`config.mk`:
```
export PLATFORM = sky130hd
export DESIGN_NAME = jgs_ctrl
export DESIGN_NICKNAME = d
export VERILOG_FILES = /design/src/design/jgs_pkg.sv /design/src/design/jgs_ctrl.sv
export SDC_FILE = /design/constraint.sdc
export NUM_CORES = 1
export LEC_CHECK = 0
export BUFFER_PORTS_ARGS = -buffer_cell sky130_fd_sc_hd__buf_2
export CORE_ASPECT_RATIO = 0.75
export CORE_MARGIN = 4
export CORE_UTILIZATION = 55
export DETAILED_ROUTE_END_ITERATION = 10
export HOLD_SLACK_MARGIN = 0.03
export PLACE_DENSITY_LB_ADDON = 0.3
export SLEW_MARGIN = 20
export SYNTH_ARGS = -nofsm -noshare
export SYNTH_HDL_FRONTEND = slang
export SYNTH_SLANG_ARGS = --single-unit
```
`constraint.sdc`:
```
create_clock -name clk -period 4.8 [get_ports clk]
set_clock_uncertainty 0.05 [all_clocks]
set_input_delay 0.48 -clock clk [delete_from_list [all_inputs] [get_ports clk]]
set_output_delay 0.48 -clock clk [all_outputs]
set_load 0.02 [all_outputs]
```
`src/design/jgs_pkg.sv`:
```
package jgs_pkg;

	// Grid geometry and data widths.
	localparam int MAX_DIM   = 64;
	localparam int IDX_W     = $clog2(MAX_DIM);
	localparam int ADDR_W    = 2 * IDX_W;
	localparam int DIM_W     = IDX_W + 1;
	localparam int DATA_W    = 32;
	localparam int SUM_W     = DATA_W + 2;
	localparam int CHANGE_W  = 48;
	localparam int TOL_W     = 31;
	localparam int SQ_W      = 2 * IDX_W;
	localparam int THRESH_W  = TOL_W + SQ_W;
	localparam int LIMIT_W   = 20;

	// Operation codes carried in tuser.
	localparam logic [1:0] OP_WRITE = 2'd0;
	localparam logic [1:0] OP_SOLVE = 2'd1;
	localparam logic [1:0] OP_READ  = 2'd2;
	localparam logic [1:0] OP_SPARE = 2'd3;

	// Result status codes.
	localparam logic [1:0] ST_OK    = 2'd0;
	localparam logic [1:0] ST_RANGE = 2'd1;
	localparam logic [1:0] ST_LIMIT = 2'd2;

	// Configuration register indexes.
	localparam logic [1:0] REG_GRID  = 2'd0;
	localparam logic [1:0] REG_TOL   = 2'd1;
	localparam logic [1:0] REG_LIMIT = 2'd2;

	// Datapath operations.
	localparam logic [2:0] DP_NOP    = 3'd0;
	localparam logic [2:0] DP_CENTER = 3'd1;
	localparam logic [2:0] DP_FIRST  = 3'd2;
	localparam logic [2:0] DP_ADD    = 3'd3;
	localparam logic [2:0] DP_APPLY  = 3'd4;
	localparam logic [2:0] DP_CLEAR  = 3'd5;
	localparam logic [2:0] DP_SQUARE = 3'd6;
	localparam logic [2:0] DP_THRESH = 3'd7;

	typedef struct packed {
		logic [2:0]        op;
		logic              wr_a;
		logic              wr_b;
		logic [ADDR_W-1:0] waddr;
		logic [ADDR_W-1:0] raddr;
		logic              rd_src;
		logic [IDX_W-1:0]  dim_m1;
	} dp_cmd_t;

	typedef struct packed {
		logic [DATA_W-1:0] rd_data;
		logic              converged;
		logic              change_zero;
	} dp_stat_t;

endpackage

```
`src/design/jgs_ctrl.sv`:
```
module jgs_ctrl (
	input  logic                           clk,
	input  logic                           arst_n,
	input  logic                           s_tvalid,
	output logic                           s_tready,
	input  logic [1:0]                     in_op,
	input  logic [jgs_pkg::IDX_W-1:0]      in_row,
	input  logic [jgs_pkg::IDX_W-1:0]      in_col,
	output logic                           m_tvalid,
	input  logic                           m_tready,
	output logic [jgs_pkg::DATA_W-1:0]     out_value,
	output logic [jgs_pkg::LIMIT_W-1:0]    out_sweeps,
	output logic [1:0]                     out_status,
	input  logic [jgs_pkg::DIM_W-1:0]      grid_size,
	input  logic [jgs_pkg::LIMIT_W-1:0]    iteration_limit,
	output jgs_pkg::dp_cmd_t               cmd,
	input  jgs_pkg::dp_stat_t              stat
);

	localparam logic [2:0] S_IDLE  = 3'd0;
	localparam logic [2:0] S_READ  = 3'd1;
	localparam logic [2:0] S_SQ    = 3'd2;
	localparam logic [2:0] S_THR   = 3'd3;
	localparam logic [2:0] S_SWEEP = 3'd4;
	localparam logic [2:0] S_END   = 3'd5;

	localparam logic [2:0] PH_LAST = 3'd6;

	logic [2:0]                    state_q;
	logic [2:0]                    phase_q;
	logic [jgs_pkg::IDX_W-1:0]     row_q;
	logic [jgs_pkg::IDX_W-1:0]     col_q;
	logic                          cur_q;
	logic [jgs_pkg::LIMIT_W-1:0]   count_q;
	logic [jgs_pkg::LIMIT_W-1:0]   count_inc;
	logic [jgs_pkg::LIMIT_W-1:0]   limit_eff;
	logic [jgs_pkg::DIM_W-1:0]     dim;
	logic [jgs_pkg::DIM_W-1:0]     dim_m2;
	logic                          in_range;
	logic                          accept;
	logic                          sweep_more;
	logic                          last_col;
	logic                          last_row;
	logic                          result_set;

	// Effective grid size and iteration limit.
	always_comb begin
		if (grid_size < jgs_pkg::DIM_W'(3)) begin
			dim = jgs_pkg::DIM_W'(3);
		end else if (grid_size > jgs_pkg::DIM_W'(jgs_pkg::MAX_DIM)) begin
			dim = jgs_pkg::DIM_W'(jgs_pkg::MAX_DIM);
		end else begin
			dim = grid_size;
		end
	end

	assign dim_m2     = dim - jgs_pkg::DIM_W'(2);
	assign limit_eff  = (iteration_limit == '0) ? jgs_pkg::LIMIT_W'(1) : iteration_limit;
	assign in_range   = ({1'b0, in_row} < dim) && ({1'b0, in_col} < dim);
	assign s_tready   = (state_q == S_IDLE) && (!m_tvalid || m_tready);
	assign accept     = s_tvalid && s_tready;
	assign count_inc  = count_q + jgs_pkg::LIMIT_W'(1);
	assign last_col   = ({1'b0, col_q} == dim_m2);
	assign last_row   = ({1'b0, row_q} == dim_m2);
	assign sweep_more = !stat.converged && !stat.change_zero && (count_inc < limit_eff);

	// A result beat is loaded in this cycle.
	assign result_set = (accept && (in_op != jgs_pkg::OP_SOLVE)
	                     && !(in_op == jgs_pkg::OP_READ && in_range))
	                  || (state_q == S_READ)
	                  || (state_q == S_END && !sweep_more);

	// Commands to the datapath.
	always_comb begin
		cmd        = '0;
		cmd.op     = jgs_pkg::DP_NOP;
		cmd.waddr  = {in_row, in_col};
		cmd.raddr  = {in_row, in_col};
		cmd.rd_src = cur_q;
		cmd.dim_m1 = jgs_pkg::IDX_W'(dim - jgs_pkg::DIM_W'(1));
		unique case (state_q)
			S_IDLE: begin
				if (accept && in_op == jgs_pkg::OP_WRITE && in_range) begin
					cmd.wr_a = 1'b1;
					cmd.wr_b = 1'b1;
				end
			end
			S_SQ:  cmd.op = jgs_pkg::DP_SQUARE;
			S_THR: cmd.op = jgs_pkg::DP_THRESH;
			S_SWEEP: begin
				// Reads go out in phases 0 to 4; data lands one phase later.
				unique case (phase_q)
					3'd0: cmd.raddr = {row_q, col_q};
					3'd1: begin
						cmd.raddr = {row_q - jgs_pkg::IDX_W'(1), col_q};
						cmd.op    = jgs_pkg::DP_CENTER;
					end
					3'd2: begin
						cmd.raddr = {row_q + jgs_pkg::IDX_W'(1), col_q};
						cmd.op    = jgs_pkg::DP_FIRST;
					end
					3'd3: begin
						cmd.raddr = {row_q, col_q + jgs_pkg::IDX_W'(1)};
						cmd.op    = jgs_pkg::DP_ADD;
					end
					3'd4: begin
						cmd.raddr = {row_q, col_q - jgs_pkg::IDX_W'(1)};
						cmd.op    = jgs_pkg::DP_ADD;
					end
					3'd5: cmd.op = jgs_pkg::DP_ADD;
					default: begin
						cmd.op    = jgs_pkg::DP_APPLY;
						cmd.waddr = {row_q, col_q};
						cmd.wr_a  = cur_q;
						cmd.wr_b  = !cur_q;
					end
				endcase
			end
			S_END: begin
				if (sweep_more) begin
					cmd.op = jgs_pkg::DP_CLEAR;
				end
			end
			default: ;
		endcase
	end

	// Sequencer and result register.
	always_ff @(posedge clk or negedge arst_n) begin
		if (!arst_n) begin
			state_q    <= S_IDLE;
			phase_q    <= '0;
			row_q      <= '0;
			col_q      <= '0;
			cur_q      <= 1'b0;
			count_q    <= '0;
			m_tvalid   <= 1'b0;
			out_value  <= '0;
			out_sweeps <= '0;
			out_status <= jgs_pkg::ST_OK;
		end else begin
			if (result_set) begin
				m_tvalid <= 1'b1;
			end else if (m_tvalid && m_tready) begin
				m_tvalid <= 1'b0;
			end
			unique case (state_q)
				S_IDLE: begin
					if (accept) begin
						out_value  <= '0;
						out_sweeps <= count_q;
						unique case (in_op)
							jgs_pkg::OP_WRITE: begin
								out_status <= in_range ? jgs_pkg::ST_OK : jgs_pkg::ST_RANGE;
							end
							jgs_pkg::OP_READ: begin
								if (in_range) begin
									state_q <= S_READ;
								end else begin
									out_status <= jgs_pkg::ST_RANGE;
								end
							end
							jgs_pkg::OP_SOLVE: begin
								count_q <= '0;
								state_q <= S_SQ;
							end
							default: begin
								out_status <= jgs_pkg::ST_OK;
							end
						endcase
					end
				end
				S_READ: begin
					out_value  <= stat.rd_data;
					out_status <= jgs_pkg::ST_OK;
					state_q    <= S_IDLE;
				end
				S_SQ: state_q <= S_THR;
				S_THR: begin
					row_q   <= jgs_pkg::IDX_W'(1);
					col_q   <= jgs_pkg::IDX_W'(1);
					phase_q <= '0;
					state_q <= S_SWEEP;
				end
				S_SWEEP: begin
					if (phase_q == PH_LAST) begin
						phase_q <= '0;
						if (last_col) begin
							col_q <= jgs_pkg::IDX_W'(1);
							if (last_row) begin
								state_q <= S_END;
							end else begin
								row_q <= row_q + jgs_pkg::IDX_W'(1);
							end
						end else begin
							col_q <= col_q + jgs_pkg::IDX_W'(1);
						end
					end else begin
						phase_q <= phase_q + 3'd1;
					end
				end
				S_END: begin
					cur_q <= !cur_q;
					if (sweep_more) begin
						count_q <= count_inc;
						row_q   <= jgs_pkg::IDX_W'(1);
						col_q   <= jgs_pkg::IDX_W'(1);
						state_q <= S_SWEEP;
					end else begin
						// A sweep that changes nothing would repeat forever, so unless it converged it is reported as run to the limit.
						priority if (stat.converged) begin
							count_q    <= count_inc;
							out_sweeps <= count_inc;
							out_status <= jgs_pkg::ST_OK;
						end else if (stat.change_zero) begin
							count_q    <= limit_eff;
							out_sweeps <= limit_eff;
							out_status <= jgs_pkg::ST_LIMIT;
						end else begin
							count_q    <= count_inc;
							out_sweeps <= count_inc;
							out_status <= jgs_pkg::ST_LIMIT;
						end
						state_q  <= S_IDLE;
					end
				end
				default: state_q <= S_IDLE;
			endcase
		end
	end

endmodule

```
==> out/qor.yml, run 1 <==
htreeDepth: 3
place_ws_ns: 0.490
final_cell_mix: "buf_2 (169), nand2_1 (139), o21ai_0 (103)"
ys.flop_type: "dfrtp_1"
nFillCells: 1030
initialDrtViolationCount: 523
combPwrFrac: 0.407
synth_area_per_cell_sq_um: 7.99
cp.arrival_ns: 3.97
slew_headroom: 0.401
max_freq_ghz: 0.222
final_cells: 1147
rsz0062_at_grt: "no"
syn_inst: 850
grt_max_degree: 66
clk_pin_slew_ns: 0.07
post-route-period-util: 0.938
drv_cap: 0
end_kind: "output port"
ff2ff_path_depth: 13
synth_edf_count: 0
drc: 0
p_switching_mw: 1.18
synthArstFlopShare: 1.00
gp_congestion: 0.907
core-area_sq_um: 11800
ctsHoldBuffers: 0
cts_tree: "yes"
whs_ns: 0.0245
dr.pass1.iters: 6
cp_max_fo: 8
die-area_sq_um: 14200
clock-sinks: 94
required_ns: 4.27
path_class: "register to output port"
drive_gt1_frac: 0.236
dp_hpwl_um: 14200
viasPerCell: 5.90
crit_family: "simple AND/OR/NAND/NOR gates"
overflow: 0
num_rows: 34
root_buffer: "clkbuf_16"
fin_crit_ns: 4.50
ys_ff_latch: 94
postLayoutSetupSlackWorst_ns: 0.296
syn-num-nets: 967
ant_nets: 0
cts_setup_buffers: 0
setup_tns_ns: 0
synth_warnings: 0
areaGrowthSynthToFinish_pct: 18.0
finalWirelength_um: 19400
netSwitchingFraction: 0.411
outcome: "finished, final reports clean"
clk_path_buf_depth: 2
worst-path-buf-inv: 1
io_pins: 171
fin_nets: 1096
report.final.slew_viol_count: 0
grt_pass1_wl_um: 31500
worst_r2r_startpoint: "count_q[0]"
synthDistinctLibCells: 64
r2r-end: "col_q[5]"
die_h_um: 104
worst_slew_pin_slew_ns: 0.891
fin_util: 0.678
crit_cells: 13
p_leak_nw: 4.02
cp_slowest_cell: "dfrtp_1"
intPower_mw: 1.69
die_w_um: 136
powerDensity_nw_per_um2: 359
p_clk_frac: 0.265
vdd_ir_drop_max_uv: 322
antenna_found_initial: 0
crit_end: "cmd[35]"
min_path_type: "primary input to asynchronous set/reset pin"
wl_per_cell_um: 16.9
r2r_setup_slack_ns: 0.65
finalHoldViolCount: 0
route.vias.total: 6773
start_util: 0.574
finalSetupViolCount: 0
grt_use_total: 0.269
crit_start: "count_q[0]"
ys_seq_area_frac: 0.346
start_kind: "register"
place_inst: 1130
numPortBuffers: 170
cp_cell_sequence: "ha_1, nand4_1, nor2_1, and3_1, xor2_1, ha_1, nand4_1, nor4_2, o311ai_1, nand3_2, nor2_1, or3_1, buf_2"
final_common_cell: "buf_2"
clock_latency_ns: 0.35
grt_pass1_vias: 6262
seqPwrFrac: 0.329
slowest_delay_ns: 0.46
netlist_area_sq_um: 6790
cts_made_buffers: 9
==> state kept, by name (all words and copies together), names as in the netlist, 2 cells and up <==
signal / count
phase_q: 3
out_status: 2
state_q: 3
count_q: 20
out_value: 32
out_sweeps: 20
row_q: 6
col_q: 6
==> worst register-to-register path: stages, from the launching register on <==
cell and delay (ns):
dfrtp_1 0.46, nand3_1 0.18, or3_4 0.46, nor2b_2 0.24
and3_1 0.28, xor2_1 0.19, ha_1 0.27, a211oi_1 0.23
o21ai_0 0.12, a211oi_1 0.29, nand3_2 0.19, o221ai_1 0.61
o21ai_0 0.21, a22o_1 0.27
==> stage by stage <==
stage	power (mW)	cell area (sq um)
finish	2.87	8010
global route	3.03	8010
CTS	2.87	7990
global placement	2.08	7680
floorplan	1.73	6790
detailed placement	2.10	7680
==> cells by family after synthesis <==
group / count (synthesis) / synth area share
simple gates: 303 / 0.211
compound gates: 259 / 0.238
buf+inv: 101 / 0.0584
flops: 94 / 0.346
xor+xnor: 41 / 0.0529
fa+ha+maj: 38 / 0.0700
mux: 14 / 0.0230
==> repair_timing <==
action                                  4_1_cts  5_1_grt
gates resized for setup                       0        6
endpoints found under the setup margin        0        2
hold endpoints to repair                      0        0
==> final cells by class <==
| class | count | area, sq um | area share |
|---|---|---|---|
| sequential | 94 | 2350 | 0.294 |
| antenna | 1 | 2.50 | 0.000312 |
| multi-input combinational | 655 | 4070 | 0.508 |
| timing repair buffer | 179 | 921 | 0.115 |
| tap | 162 | 203 | 0.0253 |
| inverter | 40 | 150 | 0.0187 |
| clock buffer | 9 | 225 | 0.0281 |
| clock inverter | 7 | 86.3 | 0.0108 |
==> synthesized netlist by cell type (3+ instances only) <==
cell	instances	share of area
mux2_2	13	0.022
ha_1	38	0.070
xor2_1	15	0.019
o21bai_1	3	0.0033
clkbuf_1	48	0.027
o211ai_1	7	0.0077
nand3_1	20	0.015
dfrtp_1	94	0.35
a22oi_1	4	0.0044
nor3_1	19	0.014
o31ai_1	5	0.0055
xnor2_1	26	0.034
nor4_1	12	0.011
nor2_1	52	0.029
o22ai_1	7	0.0064
o21ai_0	105	0.077
nor2b_1	9	0.0083
buf_2	11	0.0081
inv_1	38	0.021
and3_1	11	0.010
a221oi_1	5	0.0064
a211oi_1	12	0.013
nand2b_1	7	0.0064
nand2_1	139	0.077
a21oi_1	40	0.029
a22o_1	10	0.013
o21ai_1	3	0.0022
a21o_1	19	0.021
nand3b_1	3	0.0033
nand4_1	7	0.0064
and2_1	4	0.0037
a31oi_1	13	0.012
or3_1	7	0.0064
o211a_1	6	0.0088
==> power by group through the flow <==
| stage | logic [mW] | registers (mW) | clock network, mW |
|---|---|---|---|
| after global placement | 1.13 | 0.951 | 0 |
| final | 1.17 | 0.944 | 0.760 |
| after floorplan | 0.837 | 0.890 | 0 |
| after CTS | 1.16 | 0.938 | 0.771 |
| after global routing | 1.27 | 0.953 | 0.802 |
| after detailed placement | 1.15 | 0.953 | 0 |
==> routing by layer <==
| layer | up-vias | routed length [um] | global-route usage | share of wire |
|---|---|---|---|---|
| met5 | - | 0 | 0 | 0 |
| met4 | 0 | 305 | 0.0712 | 0.016 |
| met3 | 32 | 1750 | 0.0691 | 0.090 |
| met2 | 289 | 8290 | 0.388 | 0.43 |
| met1 | 3178 | 9010 | 0.401 | 0.47 |
| li1 | 3274 | - | - | - |
==> how the worst min path moves through the flow <==
stage                           endpoint  slack, ns  cells past startpoint
after floorplan                 col_q[0]       0.13                      0
after global placement    out_sweeps[14]       0.41                      1
after detailed placement  out_sweeps[14]       0.41                      1
after CTS                 out_sweeps[15]       0.04                      1
after global routing      out_sweeps[15]       0.06                      1
final                     out_sweeps[15]       0.02                      1
Power figures use the tool's default switching activity.
==> run 2, diff against run 1 <==
- BUFFER_PORTS_ARGS: -buffer_cell sky130_fd_sc_hd__buf_2 -> -buffer_cell sky130_fd_sc_hd__clkbuf_2
==> run 2 against run 1 <==
Die area stayed put. Critical path depth stayed put. First-iteration DRC count is 12% higher. Clock power is 6.4% higher. Largest power group unchanged.
==> out/qor.yml, run 2 (synthesis gave the netlist of run 1 again) <==
final_common_cell: "clkbuf_2"
largest_reg_flops: 32
netSwitchingFraction: 0.403
combPwrFrac: 0.399
viasPerCell: 5.87
report.final.slew_viol_count: 0
place_area_sq_um: 7680
r2r-end: "col_q[5]"
grt_use_total: 0.267
finalPower_mw: 2.92
cts_tree: "yes"
htreeDepth: 3
regMostFlops: "out_value"
p_leak_nw: 4.01
slew_headroom: 0.381
vdd_ir_drop_max_uv: 370
worst-path-buf-inv: 1
drc: 0
clock-sinks: 94
antennaDiodeCount: 0
rsz0062_at_grt: "no"
cp_max_fo: 8
clk_pin_slew_ns: 0.07
clock_latency_ns: 0.35
overflow: 0
end_kind: "output port"
dp_hpwl_um: 14000
ant_nets: 0
gp_congestion: 0.914
wl_per_cell_um: 16.4
cts_made_buffers: 9
num_rows: 34
die-area_sq_um: 14200
start_util: 0.574
dr.pass1.iters: 5
clk_path_buf_depth: 2
numPortBuffers: 170
worst_r2r_startpoint: "count_q[0]"
cts_setup_buffers: 0
ctsHoldBuffers: 0
cp_slowest_cell: "dfrtp_1"
reg_top3: "out_value: 32 flops, count_q: 20 flops, out_sweeps: 20 flops"
initialDrtViolationCount: 584
finalWirelength_um: 18800
grt_pass1_vias: 6211
grt_max_degree: 66
crit_family: "simple AND/OR/NAND/NOR gates"
p_switching_mw: 1.18
min_path_type: "primary input to asynchronous set/reset pin"
r2r_setup_slack_ns: 0.68
max_freq_ghz: 0.220
antenna_found_initial: 1
worst_slew_pin_slew_ns: 0.920
grt_pass1_wl_um: 31100
p_clk_frac: 0.278
finalSetupViolCount: 0
required_ns: 4.27
setup_tns_ns: 0
start_kind: "register"
finalHoldViolCount: 0
outcome: "finished, final reports clean"
fin_nets: 1096
io_pins: 171
drive_gt1_frac: 0.235
root_buffer: "clkbuf_16"
fin_crit_ns: 4.54
cts_resized: 0
die_w_um: 136
cp_cell_sequence: "nand3_1, or3_4, nor2b_4, and3_1, xor2_1, ha_1, a211oi_1, o21ai_0, a211oi_1, nand3_1, a21o_1, o21ai_0, clkbuf_2"
post-route-period-util: 0.946
drv_cap: 0
intPower_mw: 1.74
slowest_delay_ns: 0.49
ff2ff_path_depth: 13
areaGrowthSynthToFinish_pct: 18.4
powerDensity_nw_per_um2: 363
core-area_sq_um: 11800
final_cell_mix: "clkbuf_2 (169), nand2_1 (139), o21ai_0 (104)"
stdcell_area_sq_um: 8040
path_class: "register to output port"
cp.arrival_ns: 4.01
die_h_um: 104
seqPwrFrac: 0.323
route.vias.total: 6722
[run 2: cell types whose count changed in the layout (fill, tap and decap cells not counted), sizes merged]
cell,change
buf,-169
bufinv,+1
clkinv,+1
inv,-1
clkbuf,+169
diode,-1
clkinvlp,-1
[run 2: worst max-delay path by stage]
stage / start / depth (start not counted) / to
after detailed placement: count_q[2] / 13 / cmd[35]
after global placement: count_q[2] / 13 / cmd[35]
after global routing: count_q[2] / 13 / cmd[33]
after CTS: count_q[0] / 13 / cmd[35]
after floorplan: count_q[2] / 15 / cmd[33]
final: count_q[0] / 13 / cmd[33]
[run 2: layer usage]
metal,GRT usage,routed length (um),vias to the layer above
li1,-,-,3270
met3,0.0866,1970,30
met1,0.391,8480,3117
met2,0.381,8110,303
met4,0.0633,272,2
met5,0,7,-
[run 2: cell type report]
| type | count | area [sq um] |
|---|---|---|
| multi-input cells | 655 | 4080 |
| well taps | 162 | 203 |
| repair buffers | 179 | 921 |
| inverters | 40 | 150 |
| clock inverters | 7 | 109 |
| flip-flops and latches | 94 | 2350 |
| fillers | 1039 | 3790 |
| clock buffers | 9 | 225 |
[run 2: metrics by stage]
| stage | setup slack, ns | instances | hold slack (ns) | utilization |
|---|---|---|---|---|
| finish | 0.257 | 1146 | 0.133 | 0.680 |
| CTS | 0.145 | 1146 | 0.174 | 0.678 |
| global placement | 0.681 | 1130 | 0.413 | 0.649 |
| floorplan | 0.803 | 850 | 0.134 | - |
| global route | 0.0283 | 1146 | 0.187 | 0.680 |
| detailed placement | 0.532 | 1130 | 0.424 | 0.649 |
[run 2: worst reg2reg max path: stages, from the launching register on]
cell and delay, ns:
dfrtp_1 0.49, nand3_1 0.19, or3_4 0.46, nor2b_4 0.19, and3_1 0.25, xor2_1 0.17, ha_1 0.26, a211oi_1 0.21
o21ai_0 0.14, a211oi_1 0.33, nand3_1 0.22, o221ai_1 0.58, o21ai_0 0.19, a22o_1 0.27
[run 2: power by group through the flow]
stage | clock network [mW] | registers (mW) | logic [mW]
4_1_cts | 0.820 | 0.940 | 1.16
3_5_place_dp | 0 | 0.955 | 1.15
3_3_place_gp | 0 | 0.953 | 1.13
5_1_grt | 0.851 | 0.955 | 1.27
6_report | 0.809 | 0.943 | 1.16
2_1_floorplan | 0 | 0.890 | 0.837
